[config.mk]
export PLATFORM = sky130hd
export DESIGN_NAME = round_robin_thread_scheduler_top
export DESIGN_NICKNAME = d
export VERILOG_FILES = /design/src/rtl/core/rrts_pkg.sv /design/src/rtl/core/rrts_status_mem.sv /design/src/rtl/core/rrts_queue_mem.sv /design/src/rtl/core/rrts_ctrl.sv /design/src/rtl/core/round_robin_thread_scheduler_top.sv
export SDC_FILE = /design/constraint.sdc
export NUM_CORES = 1
export LEC_CHECK = 0
export BUFFER_PORTS_ARGS = -buffer_cell sky130_fd_sc_hd__buf_2
export CORE_MARGIN = 8
export CORE_UTILIZATION = 40
export CTS_CLUSTER_SIZE = 8
export DETAILED_ROUTE_END_ITERATION = 10
export PLACE_DENSITY_LB_ADDON = 0.2
export SETUP_SLACK_MARGIN = 0.3
export SLEW_MARGIN = 20
export SYNTH_ARGS = -nofsm -noshare
export SYNTH_HDL_FRONTEND = slang
export SYNTH_SLANG_ARGS = --single-unit
[constraint.sdc]
create_clock -name clk -period 3.05 [get_ports clk]
set_input_delay 0.1525 -clock clk [delete_from_list [all_inputs] [get_ports clk]]
set_output_delay 0.1525 -clock clk [all_outputs]
set_load 0.01 [all_outputs]
[src/rtl/core/rrts_pkg.sv]
// Shared types, codes and constants of the round-robin thread scheduler.
package rrts_pkg;

  // Sizes
  localparam int NUM_THREADS_DEF = 16;
  localparam int TID_W           = 4;
  localparam int OP_W            = 3;
  localparam int KIND_W          = 2;
  localparam int STAT_W          = 3;
  localparam int CNT_OUT_W       = 5;
  localparam int ERR_W           = 2;
  localparam int CFG_DATA_W      = 32;
  localparam int CFG_ADDR_W      = 3;

  // Operation codes
  localparam logic [OP_W-1:0] OP_START   = 3'd0;
  localparam logic [OP_W-1:0] OP_YIELD   = 3'd1;
  localparam logic [OP_W-1:0] OP_BLOCK   = 3'd2;
  localparam logic [OP_W-1:0] OP_UNBLOCK = 3'd3;
  localparam logic [OP_W-1:0] OP_EXIT    = 3'd4;

  // Block kind that means nothing
  localparam logic [KIND_W-1:0] KIND_BAD = 2'd3;

  // Thread status codes
  localparam logic [STAT_W-1:0] ST_UNUSED  = 3'd0;
  localparam logic [STAT_W-1:0] ST_READY   = 3'd1;
  localparam logic [STAT_W-1:0] ST_RUNNING = 3'd2;
  localparam logic [STAT_W-1:0] ST_BLOCKED = 3'd3;
  localparam logic [STAT_W-1:0] ST_HANGING = 3'd4;
  localparam logic [STAT_W-1:0] ST_WAITING = 3'd5;
  localparam logic [STAT_W-1:0] ST_DIED    = 3'd6;

  // Error codes
  localparam logic [ERR_W-1:0] ERR_OK     = 2'd0;
  localparam logic [ERR_W-1:0] ERR_STATUS = 2'd1;
  localparam logic [ERR_W-1:0] ERR_BAD    = 2'd2;

  // Register index of the idle thread register
  localparam logic REG_IDLE = 1'b0;

  // Sequencer states
  typedef enum logic [3:0] {
    S_IDLE,
    S_DECODE,
    S_STAT,
    S_RM_RD,
    S_RM_WR,
    S_RM_END,
    S_SCHED_RD,
    S_SCHED_CHK,
    S_SCHED_POP,
    S_SCHED_SET,
    S_DONE
  } sched_state_t;

endpackage

[src/rtl/core/rrts_status_mem.sv]
// Per-thread status store with registered read and reset-time valid bits.
module rrts_status_mem #(
  parameter int NUM_THREADS = rrts_pkg::NUM_THREADS_DEF,
  parameter int IDX_W       = $clog2(NUM_THREADS)
) (
  input  logic                        clk,
  input  logic                        rst,
  input  logic                        we,
  input  logic [IDX_W-1:0]            waddr,
  input  logic [rrts_pkg::STAT_W-1:0] wdata,
  input  logic [IDX_W-1:0]            raddr,
  output logic [rrts_pkg::STAT_W-1:0] rdata
);
  import rrts_pkg::*;

  logic [STAT_W-1:0] mem [NUM_THREADS];
  logic [NUM_THREADS-1:0] vld;
  logic [STAT_W-1:0] data_q;
  logic              vld_q;
  logic [IDX_W-1:0]  addr_q;

  // Storage write and registered read
  always_ff @(posedge clk) begin
    if (we) begin
      mem[waddr] <= wdata;
    end
    data_q <= mem[raddr];
    addr_q <= raddr;
  end

  // Valid bits: an entry never written reads as its reset status
  always_ff @(posedge clk) begin
    if (rst) begin
      vld   <= '0;
      vld_q <= 1'b0;
    end else begin
      if (we) begin
        vld[waddr] <= 1'b1;
      end
      vld_q <= vld[raddr];
    end
  end

  assign rdata = vld_q ? data_q : ((addr_q == '0) ? ST_RUNNING : ST_UNUSED);

endmodule

[src/rtl/core/rrts_queue_mem.sv]
// Circular ready-queue storage, one write and one registered read per cycle.
module rrts_queue_mem #(
  parameter int AW = 4
) (
  input  logic                       clk,
  input  logic                       we,
  input  logic [AW-1:0]              waddr,
  input  logic [rrts_pkg::TID_W-1:0] wdata,
  input  logic [AW-1:0]              raddr,
  output logic [rrts_pkg::TID_W-1:0] rdata
);
  import rrts_pkg::*;

  localparam int DEPTH = 2 ** AW;

  logic [TID_W-1:0] mem [DEPTH];

  always_ff @(posedge clk) begin
    if (we) begin
      mem[waddr] <= wdata;
    end
    rdata <= mem[raddr];
  end

endmodule

[src/rtl/core/rrts_ctrl.sv]
// Scheduler sequencer: decodes an operation and walks status and queue stores.
module rrts_ctrl #(
  parameter int NUM_THREADS = rrts_pkg::NUM_THREADS_DEF,
  parameter int IDX_W       = $clog2(NUM_THREADS),
  parameter int CNT_W       = $clog2(NUM_THREADS + 1)
) (
  input  logic                         clk,
  input  logic                         rst,
  input  logic                         start,
  output logic                         busy,
  input  logic [rrts_pkg::OP_W-1:0]    operation,
  input  logic [rrts_pkg::TID_W-1:0]   thread_id,
  input  logic [rrts_pkg::KIND_W-1:0]  block_kind,
  input  logic                         reschedule,
  input  logic [rrts_pkg::TID_W-1:0]   fallback_tid,
  output logic                         done,
  output logic [rrts_pkg::TID_W-1:0]   active_thread,
  output logic [rrts_pkg::TID_W-1:0]   previous_thread,
  output logic                         switched,
  output logic [rrts_pkg::CNT_OUT_W-1:0] ready_count,
  output logic [rrts_pkg::ERR_W-1:0]   error_code,
  // status store
  output logic                         st_we,
  output logic [IDX_W-1:0]             st_waddr,
  output logic [rrts_pkg::STAT_W-1:0]  st_wdata,
  output logic [IDX_W-1:0]             st_raddr,
  input  logic [rrts_pkg::STAT_W-1:0]  st_rdata,
  // queue store
  output logic                         q_we,
  output logic [IDX_W-1:0]             q_waddr,
  output logic [rrts_pkg::TID_W-1:0]   q_wdata,
  output logic [IDX_W-1:0]             q_raddr,
  input  logic [rrts_pkg::TID_W-1:0]   q_rdata
);
  import rrts_pkg::*;

  sched_state_t state, state_next;

  logic [TID_W-1:0]  cur, cur_next;
  logic [TID_W-1:0]  prev, prev_next;
  logic [OP_W-1:0]   op_q, op_next;
  logic [TID_W-1:0]  tid_q, tid_next;
  logic [KIND_W-1:0] kind_q, kind_next;
  logic              resched_q, resched_next;
  logic [ERR_W-1:0]  err, err_next;
  logic              sw, sw_next;
  logic [IDX_W-1:0]  head, head_next;
  logic [CNT_W-1:0]  count, count_next;
  logic [CNT_W-1:0]  iter, iter_next;
  logic              found, found_next;

  logic [IDX_W-1:0] tail;
  logic [IDX_W-1:0] tid_idx;
  logic [IDX_W-1:0] cur_idx;
  logic             room;
  logic             bad_item;
  logic [TID_W-1:0] idle_sel;

  assign tail     = head + count[IDX_W-1:0];
  assign tid_idx  = IDX_W'(tid_q);
  assign cur_idx  = IDX_W'(cur);
  assign room     = 32'(count) < NUM_THREADS;
  assign idle_sel = (32'(fallback_tid) < NUM_THREADS) ? fallback_tid : '0;
  assign bad_item = (op_q > OP_EXIT) ||
                    (op_q == OP_BLOCK && kind_q == KIND_BAD) ||
                    ((op_q == OP_START || op_q == OP_UNBLOCK || op_q == OP_EXIT) &&
                     (32'(tid_q) >= NUM_THREADS));

  // State and working registers
  always_ff @(posedge clk) begin
    if (rst) begin
      state <= S_IDLE;
      cur   <= '0;
      head  <= '0;
      count <= '0;
      sw    <= 1'b0;
      err   <= ERR_OK;
      found <= 1'b0;
      iter  <= '0;
    end else begin
      state <= state_next;
      cur   <= cur_next;
      head  <= head_next;
      count <= count_next;
      sw    <= sw_next;
      err   <= err_next;
      found <= found_next;
      iter  <= iter_next;
    end
  end

  // Latched command beat, no reset needed
  always_ff @(posedge clk) begin
    prev      <= prev_next;
    op_q      <= op_next;
    tid_q     <= tid_next;
    kind_q    <= kind_next;
    resched_q <= resched_next;
  end

  // Next state and store control
  always_comb begin
    state_next   = state;
    cur_next     = cur;
    prev_next    = prev;
    op_next      = op_q;
    tid_next     = tid_q;
    kind_next    = kind_q;
    resched_next = resched_q;
    err_next     = err;
    sw_next      = sw;
    head_next    = head;
    count_next   = count;
    iter_next    = iter;
    found_next   = found;
    st_we        = 1'b0;
    st_waddr     = cur_idx;
    st_wdata     = ST_RUNNING;
    st_raddr     = cur_idx;
    q_we         = 1'b0;
    q_waddr      = tail;
    q_wdata      = tid_q;
    q_raddr      = head;

    case (state)
      S_IDLE: begin
        if (start) begin
          op_next      = operation;
          tid_next     = thread_id;
          kind_next    = block_kind;
          resched_next = reschedule;
          prev_next    = cur;
          err_next     = ERR_OK;
          sw_next      = 1'b0;
          state_next   = S_DECODE;
        end
      end

      // Range checks, then read the status the operation needs
      S_DECODE: begin
        if (bad_item) begin
          err_next   = ERR_BAD;
          state_next = S_DONE;
        end else begin
          st_raddr   = (op_q == OP_YIELD || op_q == OP_BLOCK) ? cur_idx : tid_idx;
          state_next = S_STAT;
        end
      end

      S_STAT: begin
        state_next = S_DONE;
        case (op_q)
          OP_START: begin
            if (st_rdata != ST_UNUSED && st_rdata != ST_DIED) begin
              err_next = ERR_STATUS;
            end else begin
              st_we    = 1'b1;
              st_waddr = tid_idx;
              st_wdata = ST_READY;
              if (room) begin
                q_we       = 1'b1;
                q_waddr    = tail;
                q_wdata    = tid_q;
                count_next = count + 1'b1;
              end
            end
          end
          OP_YIELD: begin
            state_next = S_SCHED_RD;
          end
          OP_BLOCK: begin
            if (st_rdata != ST_RUNNING) begin
              err_next = ERR_STATUS;
            end else begin
              st_we      = 1'b1;
              st_waddr   = cur_idx;
              st_wdata   = ST_BLOCKED + STAT_W'(kind_q);
              state_next = S_SCHED_RD;
            end
          end
          OP_UNBLOCK: begin
            if (st_rdata != ST_BLOCKED && st_rdata != ST_HANGING &&
                st_rdata != ST_WAITING) begin
              err_next = ERR_STATUS;
            end else begin
              st_we    = 1'b1;
              st_waddr = tid_idx;
              st_wdata = ST_READY;
              if (room) begin
                q_we       = 1'b1;
                q_waddr    = head - 1'b1;
                q_wdata    = tid_q;
                head_next  = head - 1'b1;
                count_next = count + 1'b1;
              end
            end
          end
          OP_EXIT: begin
            if (st_rdata == ST_UNUSED || st_rdata == ST_DIED) begin
              err_next = ERR_STATUS;
            end else begin
              st_we    = 1'b1;
              st_waddr = tid_idx;
              st_wdata = ST_DIED;
              if (st_rdata == ST_READY && count != '0) begin
                iter_next  = count;
                found_next = 1'b0;
                state_next = S_RM_RD;
              end else begin
                state_next = S_RM_END;
              end
            end
          end
          default: begin
            err_next = ERR_BAD;
          end
        endcase
      end

      // Removal: rotate the queue once, dropping the first match
      S_RM_RD: begin
        q_raddr    = head;
        state_next = S_RM_WR;
      end

      S_RM_WR: begin
        head_next = head + 1'b1;
        iter_next = iter - 1'b1;
        if (!found && q_rdata == tid_q) begin
          found_next = 1'b1;
          count_next = count - 1'b1;
        end else begin
          q_we    = 1'b1;
          q_waddr = tail;
          q_wdata = q_rdata;
        end
        state_next = (iter == CNT_W'(1)) ? S_RM_END : S_RM_RD;
      end

      S_RM_END: begin
        state_next = resched_q ? S_SCHED_RD : S_DONE;
      end

      // Schedule step: append a running current thread, then pop the head, or run the idle thread if the queue is empty
      S_SCHED_RD: begin
        st_raddr   = cur_idx;
        state_next = S_SCHED_CHK;
      end

      S_SCHED_CHK: begin
        sw_next = 1'b1;
        if (st_rdata == ST_RUNNING) begin
          st_we    = 1'b1;
          st_waddr = cur_idx;
          st_wdata = ST_READY;
          if (room) begin
            q_we       = 1'b1;
            q_waddr    = tail;
            q_wdata    = cur;
            count_next = count + 1'b1;
          end
        end
        state_next = S_SCHED_POP;
      end

      S_SCHED_POP: begin
        if (count == '0) begin
          st_we      = 1'b1;
          st_waddr   = IDX_W'(idle_sel);
          st_wdata   = ST_RUNNING;
          cur_next   = idle_sel;
          state_next = S_DONE;
        end else begin
          q_raddr    = head;
          state_next = S_SCHED_SET;
        end
      end

      S_SCHED_SET: begin
        st_we      = 1'b1;
        st_waddr   = IDX_W'(q_rdata);
        st_wdata   = ST_RUNNING;
        cur_next   = q_rdata;
        head_next  = head + 1'b1;
        count_next = count - 1'b1;
        state_next = S_DONE;
      end

      S_DONE: begin
        state_next = S_IDLE;
      end

      default: begin
        state_next = S_IDLE;
      end
    endcase
  end

  // Result beat
  assign busy            = (state != S_IDLE);
  assign done            = (state == S_DONE);
  assign active_thread   = cur;
  assign previous_thread = prev;
  assign switched        = sw;
  assign ready_count     = CNT_OUT_W'(count);
  assign error_code      = err;

  // Checks
  a_done_single: assert property (@(posedge clk) disable iff (rst)
    done |=> !done)
    else $error("result strobe held for more than one cycle");

  a_count_bound: assert property (@(posedge clk) disable iff (rst)
    32'(count) <= NUM_THREADS)
    else $error("ready queue count above capacity");

  a_error_no_change: assert property (@(posedge clk) disable iff (rst)
    (done && err != ERR_OK) |-> (!sw && cur == prev))
    else $error("failed operation changed the running thread");

  a_accept_busy: assert property (@(posedge clk) disable iff (rst)
    (start && !busy) |=> (busy && !done))
    else $error("accepted command did not make the block busy");

  a_switch_ok: assert property (@(posedge clk) disable iff (rst)
    (done && sw) |-> (err == ERR_OK))
    else $error("switch reported together with an error");

endmodule

[src/rtl/core/round_robin_thread_scheduler_top.sv]
// Top level of the round-robin thread scheduler: register port and stores.
// Path: start, unblock and a status failure step S_DECODE, S_STAT, S_DONE; a bad operation or
// kind steps S_DECODE, S_DONE; a schedule step adds S_SCHED_RD, S_SCHED_CHK, S_SCHED_POP
// and S_SCHED_SET if a thread is popped; exit adds S_RM_END, and S_RM_RD, S_RM_WR per entry if queued.
// Throughput: one operation at a time; a new start is taken the cycle after done.
// Reset: synchronous, valid bits clear at once; the receiver cannot stall.
module round_robin_thread_scheduler_top #(
  parameter int NUM_THREADS = rrts_pkg::NUM_THREADS_DEF
) (
  input  logic                            clk,
  input  logic                            rst,
  // command channel
  input  logic                            start,
  output logic                            busy,
  input  logic [rrts_pkg::OP_W-1:0]       operation,
  input  logic [rrts_pkg::TID_W-1:0]      thread_id,
  input  logic [rrts_pkg::KIND_W-1:0]     block_kind,
  input  logic                            reschedule,
  // result channel
  output logic                            done,
  output logic [rrts_pkg::TID_W-1:0]      active_thread,
  output logic [rrts_pkg::TID_W-1:0]      previous_thread,
  output logic                            switched,
  output logic [rrts_pkg::CNT_OUT_W-1:0]  ready_count,
  output logic [rrts_pkg::ERR_W-1:0]      error_code,
  // register port
  input  logic                            psel,
  input  logic                            penable,
  input  logic                            pwrite,
  input  logic [rrts_pkg::CFG_ADDR_W-1:0] paddr,
  input  logic [rrts_pkg::CFG_DATA_W-1:0] pwdata,
  output logic [rrts_pkg::CFG_DATA_W-1:0] prdata,
  output logic                            pready
);
  import rrts_pkg::*;

  localparam int IDX_W = $clog2(NUM_THREADS);
  localparam int CNT_W = $clog2(NUM_THREADS + 1);

  logic [TID_W-1:0] fallback_tid;

  logic              st_we;
  logic [IDX_W-1:0]  st_waddr;
  logic [STAT_W-1:0] st_wdata;
  logic [IDX_W-1:0]  st_raddr;
  logic [STAT_W-1:0] st_rdata;
  logic              q_we;
  logic [IDX_W-1:0]  q_waddr;
  logic [TID_W-1:0]  q_wdata;
  logic [IDX_W-1:0]  q_raddr;
  logic [TID_W-1:0]  q_rdata;

  // Idle thread register, written by a register port beat
  assign pready = 1'b1;

  always_ff @(posedge clk) begin
    if (rst) begin
      fallback_tid <= TID_W'(1);
    end else if (psel && penable && pwrite && pready && paddr[2] == REG_IDLE) begin
      fallback_tid <= pwdata[TID_W-1:0];
    end
  end

  assign prdata = (paddr[2] == REG_IDLE) ? CFG_DATA_W'(fallback_tid) : '0;

  rrts_ctrl #(
    .NUM_THREADS (NUM_THREADS),
    .IDX_W       (IDX_W),
    .CNT_W       (CNT_W)
  ) u_ctrl (
    .clk             (clk),
    .rst             (rst),
    .start           (start),
    .busy            (busy),
    .operation       (operation),
    .thread_id       (thread_id),
    .block_kind      (block_kind),
    .reschedule      (reschedule),
    .fallback_tid    (fallback_tid),
    .done            (done),
    .active_thread   (active_thread),
    .previous_thread (previous_thread),
    .switched        (switched),
    .ready_count     (ready_count),
    .error_code      (error_code),
    .st_we           (st_we),
    .st_waddr        (st_waddr),
    .st_wdata        (st_wdata),
    .st_raddr        (st_raddr),
    .st_rdata        (st_rdata),
    .q_we            (q_we),
    .q_waddr         (q_waddr),
    .q_wdata         (q_wdata),
    .q_raddr         (q_raddr),
    .q_rdata         (q_rdata)
  );

  rrts_status_mem #(
    .NUM_THREADS (NUM_THREADS),
    .IDX_W       (IDX_W)
  ) u_status (
    .clk   (clk),
    .rst   (rst),
    .we    (st_we),
    .waddr (st_waddr),
    .wdata (st_wdata),
    .raddr (st_raddr),
    .rdata (st_rdata)
  );

  rrts_queue_mem #(
    .AW (IDX_W)
  ) u_queue (
    .clk   (clk),
    .we    (q_we),
    .waddr (q_waddr),
    .wdata (q_wdata),
    .raddr (q_raddr),
    .rdata (q_rdata)
  );

endmodule
Word-level counts from Yosys, hierarchy flattened
Memory sizes are Yosys's and may differ from the RTL's. A register that Yosys moved wholly into a read port is not among the register bits.
Cells that the tools add are included.
{"block": "word_totals", "register_bits": 65, "ramBits": 112, "in_bits": 51, "output_inout_bits": 51, "word_cells": 203, "n_memories": 2}
{"memory": "u_queue.mem", "words": 16, "width": 4, "read_ports": 1, "rd_ports_with_merged_regs": 1, "write_ports": 1, "line": "rrts_queue_mem.sv:16", "rtl": "logic [TID_W-1:0] mem [DEPTH];"}
{"memory": "u_status.mem", "words": 16, "width": 3, "read_ports": 1, "rd_ports_with_merged_regs": 1, "write_ports": 1, "line": "rrts_status_mem.sv:16", "rtl": "logic [STAT_W-1:0] mem [NUM_THREADS];"}
{"block": "classes", "add_sub_neg": 7, "order_cmp": 5, "eq_ne": 43, "mux": 91, "bitwise_logic": 2, "n_reduce_logical": 36}
{"op": "$mux 4", "count": 23}
{"op": "$mux 5", "count": 8}
{"op": "$pmux 4 s10", "count": 1}
{"op": "$pmux 4 s3", "count": 3}
{"op": "$ne 3x3->1 const B", "count": 9}
{"op": "$pmux 4 s2", "count": 3}
{"op": "$mux 1", "count": 22}
{"op": "$mux 2", "count": 11}
{"op": "$pmux 5 s2", "count": 2}
{"op": "$pmux 5 s4", "count": 1}
{"op": "$eq 4x3->1 const B", "count": 4}
{"op": "$or 16x16->16", "count": 1}
{"op": "$mux 3", "count": 5}
{"op": "$ne 2x1->1 const B", "count": 7}
{"op": "$eq 4x4->1 const B", "count": 3}
{"op": "$pmux 3 s4", "count": 1}
{"op": "$logic_and 1x1->1", "count": 10}
{"op": "$lt 4x5->1 const B", "count": 2}
{"op": "$pmux 2 s5", "count": 1}
{"op": "$sub 5x1->5 const B", "count": 2}
{"op": "$eq 3x2->1 const B", "count": 3}
{"op": "$eq 4x2->1 const B", "count": 2}
{"op": "$logic_not 4->1", "count": 2}
{"op": "$ne 2x2->1 const B", "count": 4}
{"op": "other kinds (38)", "count": 54}

Logic depth before layout (Yosys ltp)
{"block": "depth", "depth_word": 14, "ltp_mapped": 13, "depth_no_buf": 12}

Modules after synthesis
A second synthesis with hierarchy kept.
{"block": "unflattened", "hier_cells": 714, "hier_area_um2": 8848.5}
{"module": "rrts_ctrl", "instances": 1, "cells_per_inst": 356, "area_each_um2": 2990.4, "seq_area_each_um2": 940.9}
{"module": "rrts_status_mem", "instances": 1, "cells_per_inst": 175, "area_each_um2": 2745.1, "seq_area_each_um2": 1921.8}
{"module": "rrts_queue_mem", "instances": 1, "cells_per_inst": 130, "area_each_um2": 2666.3, "seq_area_each_um2": 2001.9}
{"module": "round_robin_thread_scheduler_top", "instances": 1, "cells_per_inst": 53, "area_each_um2": 446.7, "seq_area_each_um2": 80.1}

Least setup slack after synthesis
No wires, ideal clock.
{"block": "synth_path", "path_type": "reg-to-reg", "startpoint": "reg u_ctrl.head[1]", "endpoint": "mem u_queue.mem[4][0] (enable)", "setup_time_ns": 0.329, "arrival_ns": 2.523, "t_required_ns": 2.721, "slack_ns": 0.198, "stages_incl_launch_ff": 10, "path_buffers": 2, "period_less_slack_ns": 2.852, "path_cell_list": "dfxtp_1 -> clkbuf_1 -> clkbuf_1 -> inv_1 -> fa_1 -> xor2_1 -> nor2_1 -> a21oi_1 -> or3_1 -> nor2_1"}
{"block": "synth_between", "elab_chain_cells": 5, "elab_cells_between_ends": 6, "cone_classes": "2 x add/sub; 4 x mux"}
{"item": "from (decl)", "line": "rrts_ctrl.sv:47", "rtl": "logic [IDX_W-1:0] head, head_next;"}
{"item": "from (signal assigned)", "line": "rrts_ctrl.sv:83", "rtl": "head <= head_next;"}
{"item": "$add 4x4->4 / $sub 4x1->4 (equally long branches)", "line": "rrts_ctrl.sv:59, rrts_ctrl.sv:191"}
{"item": "$mux 4", "line": "rrts_ctrl.sv:189", "rtl": "if (room) begin"}
{"item": "$mux 4", "line": "rrts_ctrl.sv:182", "rtl": "if (st_rdata != ST_BLOCKED && st_rdata != ST_HANGING &&"}
{"item": "$mux 4"}
{"item": "$mux 4 (*)"}
{"item": "to (decl)", "line": "rrts_queue_mem.sv:16"}
Every way passes the cells marked *; elsewhere a longest branch is shown, timed or not.

Worst setup path after layout
{"block": "layout_path", "startpoint": "reg u_ctrl.count[0], in the netlist u_ctrl.ready_count[0]", "endpoint": "mem u_status.mem[4][1], in the netlist u_status.mem[2][1] (enable)"}
{"block": "layout_between", "elab_chain_cells": 5, "elab_cells_between_ends": 7, "cone_classes": "6 x mux; 1 x reduce/logical"}
{"item": "from (decl)", "line": "rrts_ctrl.sv:48", "rtl": "logic [CNT_W-1:0] count, count_next;"}
{"item": "from (signal assigned)", "line": "rrts_ctrl.sv:84", "rtl": "count <= count_next;"}
{"item": "$logic_not 5->1 (*)", "line": "rrts_ctrl.sv:267", "rtl": "if (count == '0) begin"}
{"item": "$mux 1", "line": "rrts_ctrl.sv:267"}
{"item": "$pmux 1 s4", "line": "rrts_ctrl.sv:125", "rtl": "case (state)"}
{"item": "$mux 1", "line": "rrts_status_mem.sv:24", "rtl": "if (we) begin"}
{"item": "$mux 1 (not written as such)", "line": "rrts_status_mem.sv:25", "rtl": "mem[waddr] <= wdata;"}
{"item": "to (decl)", "line": "rrts_status_mem.sv:16"}
Marked as above.

==> key figures <==
Critical path
  – Worst reg-to-reg path cell count: 7
  – Critical path type: flip-flop to flip-flop
  – Startpoint types: flip-flop
  – WP data required: 3.17 ns
  – Crit path DAT: 2.91 ns
  – Max Fanout on Critical Path: 4
  – Setup crit end kind: flip-flop

Route
  – Via count: 6396
  – Routed len/inst: 18.14 µm
  – Top sig layer: met4
  – Total iterations of the first detailed-routing run: 5
  – Met3 wire length: 987 µm
  – ANT nets after route: 0
  – Drt via density: 5.361
  – Wl on met1: 9852 µm
  – WL met2: 10550 µm
  – Starting DRT DRC Count: 443
  – Final WL: 21640 µm
  – DRC: 0

STA
  – Setup TNS Final: 0 ns
  – Setup Skew: 0.01403 ns
  – RSZ-0062 raised after global routing: yes
  – Worst slew margin: 52.46%
  – Final worst path period share: 91.49%
  – Final setup violation count: 0
  – Fmax: 0.3584 GHz
  – Post-route minimum period: 2.791 ns
  – Slew Viols, Final: 0
  – Worst-margin pin slew: 0.7105 ns
  – Final hold viol count: 0

Die
  – Die span in x: 164.7 µm
  – Initial Util: 40.67%
  – Die ar.: 27140 µm²
  – Core Box Area: 21760 µm²
  – Row cnt: 54
  – Die Span Y: 164.7 µm
  – Top Ports: 102

CTS
  – Total CTS buffers: 17
  – Worst skew pair latency: 0.44 ns
  – Maximum buffer depth of the clock tree: 2
  – CTS Sinks: 184
  – Reg clk slew, reported paths: 0.07 ns
  – CTS tree: done
  – CTS Root Cell: clkbuf_16
  – Htree depth: 4

Global route
  – Gr usage total: 15.96%
  – Largest net degree at the start of global routing: 32
  – Initial antenna violation count: 0
  – GRT overflow: 0
  – Number of global-route vias before repair: 6154
  – First-pass GRT wire length: 33500 µm

Synth
  – Post-synth EDFFs: 126
  – Mean Syn Cell Area: 11.21 µm²
  – Post-synth ARST share: 0%
  – Seq cells post-synth: 184
  – Netlist Area Pre-Place: 8848 µm²
  – Top_reg_cell synth: edfxtp_1
  – Sequential share of the synthesized area: 55.88%
  – Ys Warns: 0
  – Netlist cell types: 79
  – Cell count after synthesis: 789

Placement
  – Dpl hpwl: 15230 µm
  – Placed Cells: 1130
  – Final Wtd Congestion: 0.8456
  – Port-buffer cells: 42

Worst hold path
  – WHS Path Cells: 4
  – Hold crit path type: input port to flip-flop

Power
  – Worst VDD drop: 0.0003532 V
  – PnR Total Power: 0.008967 W
  – Power per cell area: 822.4 nW/µm²
  – P_leak: 4.047 nW

Finish
  – Fin cells: 1193
  – N_diodes: 0
  – Fillers: 1992
  – Area Overhead vs Synth: 23.22%
  – Layout cells sized above 1: 28.26%
  – Final net count: 966

Run
  – Max-cap violations: 0

Outcome
  – Status: complete, no violations
## timing repair
item                                    4_1_cts  5_1_grt
pin swaps                                     2       11
buffers inserted                              4       13
hold endpoints to repair                     13        0
hold buffers                                 13        0
endpoints found under the setup margin      122      138
gates resized for setup                      41       70
gates cloned                                  0        1
## path summary, 6_finish.rpt
path | startpoint | end | slack, ns
worst min-delay path | pwdata[0] | fallback_tid[0]$_SDFFE_PP1P_ | 0.04
worst max register to register | u_ctrl.ready_count[0]$_SDFFE_PP0P_ | u_status.mem[2][1]$_DFFE_PP_ | 0.26
worst min register to register | u_status.vld[0]$_SDFFE_PP0P_ | u_status.vld[0]$_SDFFE_PP0P_ | 0.47
worst max-delay path | u_ctrl.ready_count[0]$_SDFFE_PP0P_ | u_status.mem[2][1]$_DFFE_PP_ | 0.26
## Yosys cell counts, types with 4 or more instances
| library cell | number | share of area [%] |
|---|---|---|
| a21o_1 | 11 | 0.93 |
| a21oi_1 | 40 | 2.3 |
| a22oi_1 | 9 | 0.76 |
| a31oi_1 | 13 | 0.92 |
| and3_1 | 9 | 0.64 |
| buf_1 | 4 | 0.17 |
| buf_2 | 5 | 0.28 |
| buf_4 | 29 | 2.5 |
| clkbuf_1 | 25 | 1.1 |
| dfxtp_1 | 58 | 13 |
| edfxtp_1 | 126 | 43 |
| ha_1 | 13 | 1.8 |
| inv_1 | 22 | 0.93 |
| mux2i_1 | 10 | 1.1 |
| mux4_2 | 21 | 5.3 |
| nand2_1 | 90 | 3.8 |
| nand2b_1 | 10 | 0.71 |
| nand3_1 | 23 | 1.3 |
| nor2_1 | 95 | 4.0 |
| nor2b_1 | 13 | 0.92 |
| nor3_1 | 13 | 0.74 |
| nor3b_1 | 4 | 0.34 |
| o21ai_0 | 24 | 1.4 |
| o21ba_2 | 4 | 0.45 |
| o221ai_1 | 9 | 0.89 |
| o22ai_1 | 5 | 0.35 |
| or2_2 | 6 | 0.42 |
| xnor2_1 | 8 | 0.79 |
| xor2_1 | 9 | 0.89 |
## cells by family after synthesis
| kind of cell | count (synthesis) | share of synthesized area, % |
|---|---|---|
| AND/OR/NAND/NOR | 287 | 15.23 |
| flip-flops | 184 | 55.88 |
| buffers and inverters | 89 | 5.246 |
| other | 2 | 0.08487 |
| multiplexers | 33 | 6.886 |
| adder cells (fa/ha/maj) | 15 | 2.291 |
| XOR/XNOR | 17 | 1.683 |
| AO/OA/AOI/OAI | 162 | 12.70 |
## routing by layer
layer	up-vias	track usage [%]
met5	-	0
li1	3077	-
met1	3146	21.37
met2	149	26.27
met4	0	4.627
met3	24	2.542
## layout make-up
type	instances	area, µm²	area share, %
Tap cell	280	350.3	3.213
Multi-Input combinational cell	543	3995	36.64
Clock buffer	18	429.2	3.936
Sequential cell	184	4946	45.36
Inverter	24	92.59	0.8492
Clock inverter	14	141.4	1.297
Timing Repair Buffer	130	948.4	8.699
## through the flow
stage | setup slack [ns] | instance area [µm²] | hold slack [ns] | utilization, %
6_report | 0.2595 | 10900 | 0.04080 | 50.11
5_1_grt | 0.1445 | 10900 | 0.05804 | 50.11
4_1_cts | 0.1373 | 10460 | 0.03540 | 48.06
3_5_place_dp | 0.03218 | 9584 | 0.3341 | 44.05
3_3_place_gp | 0.1118 | 9584 | 0.3311 | 44.05
2_1_floorplan | 0.3140 | 8951 | 0.2514 | -
## power breakdown
part           switching, W  internal (W)
sequential         0.000207       0.00305
combinational       0.00213       0.00143
clock               0.00100       0.00115
## flip-flops by register name, indices dropped and copies added, names as in the netlist, 2 cells and up
signal,count
u_ctrl.iter,5
u_queue.rdata,4
fallback_tid,4
u_queue.mem,64
u_status.data_q,3
u_ctrl.previous_thread,4
u_ctrl.tid_idx,4
u_ctrl.active_thread,4
u_ctrl.head,4
u_ctrl.state,4
u_ctrl.error_code,2
u_status.addr_q,4
u_ctrl.kind_q,2
u_status.mem,48
u_status.vld,16
u_ctrl.ready_count,5
u_ctrl.op_q,3
## cells in the final DEF (no fill, tap or decap), types with 8 or more instances in the layout
cell type	n
a31oi_1	10
inv_1	22
nand2_1	86
and3_1	9
nor2_4	27
nor2b_1	12
mux2i_1	10
dlygate4sd3_1	13
dfxtp_1	57
nand3_1	23
clkbuf_16	17
xor2_1	8
xnor2_1	8
buf_2	43
conb_1	29
nor3_1	11
nand2b_1	8
a21o_1	11
o21ai_0	23
a22oi_1	9
mux4_2	21
ha_1	13
edfxtp_1	126
a21oi_1	35
nor2_1	62
buf_4	66
## worst max-delay path: stages, from the launching register on
cell and delay, ns:
dfxtp_1 0.31, or4_1 0.60, o32a_1 0.40, o311a_1 0.15, a31oi_1 0.27, o311a_4 0.31, o221ai_4 0.17, nor2_2 0.27
Power figures use the tool's default switching activity.
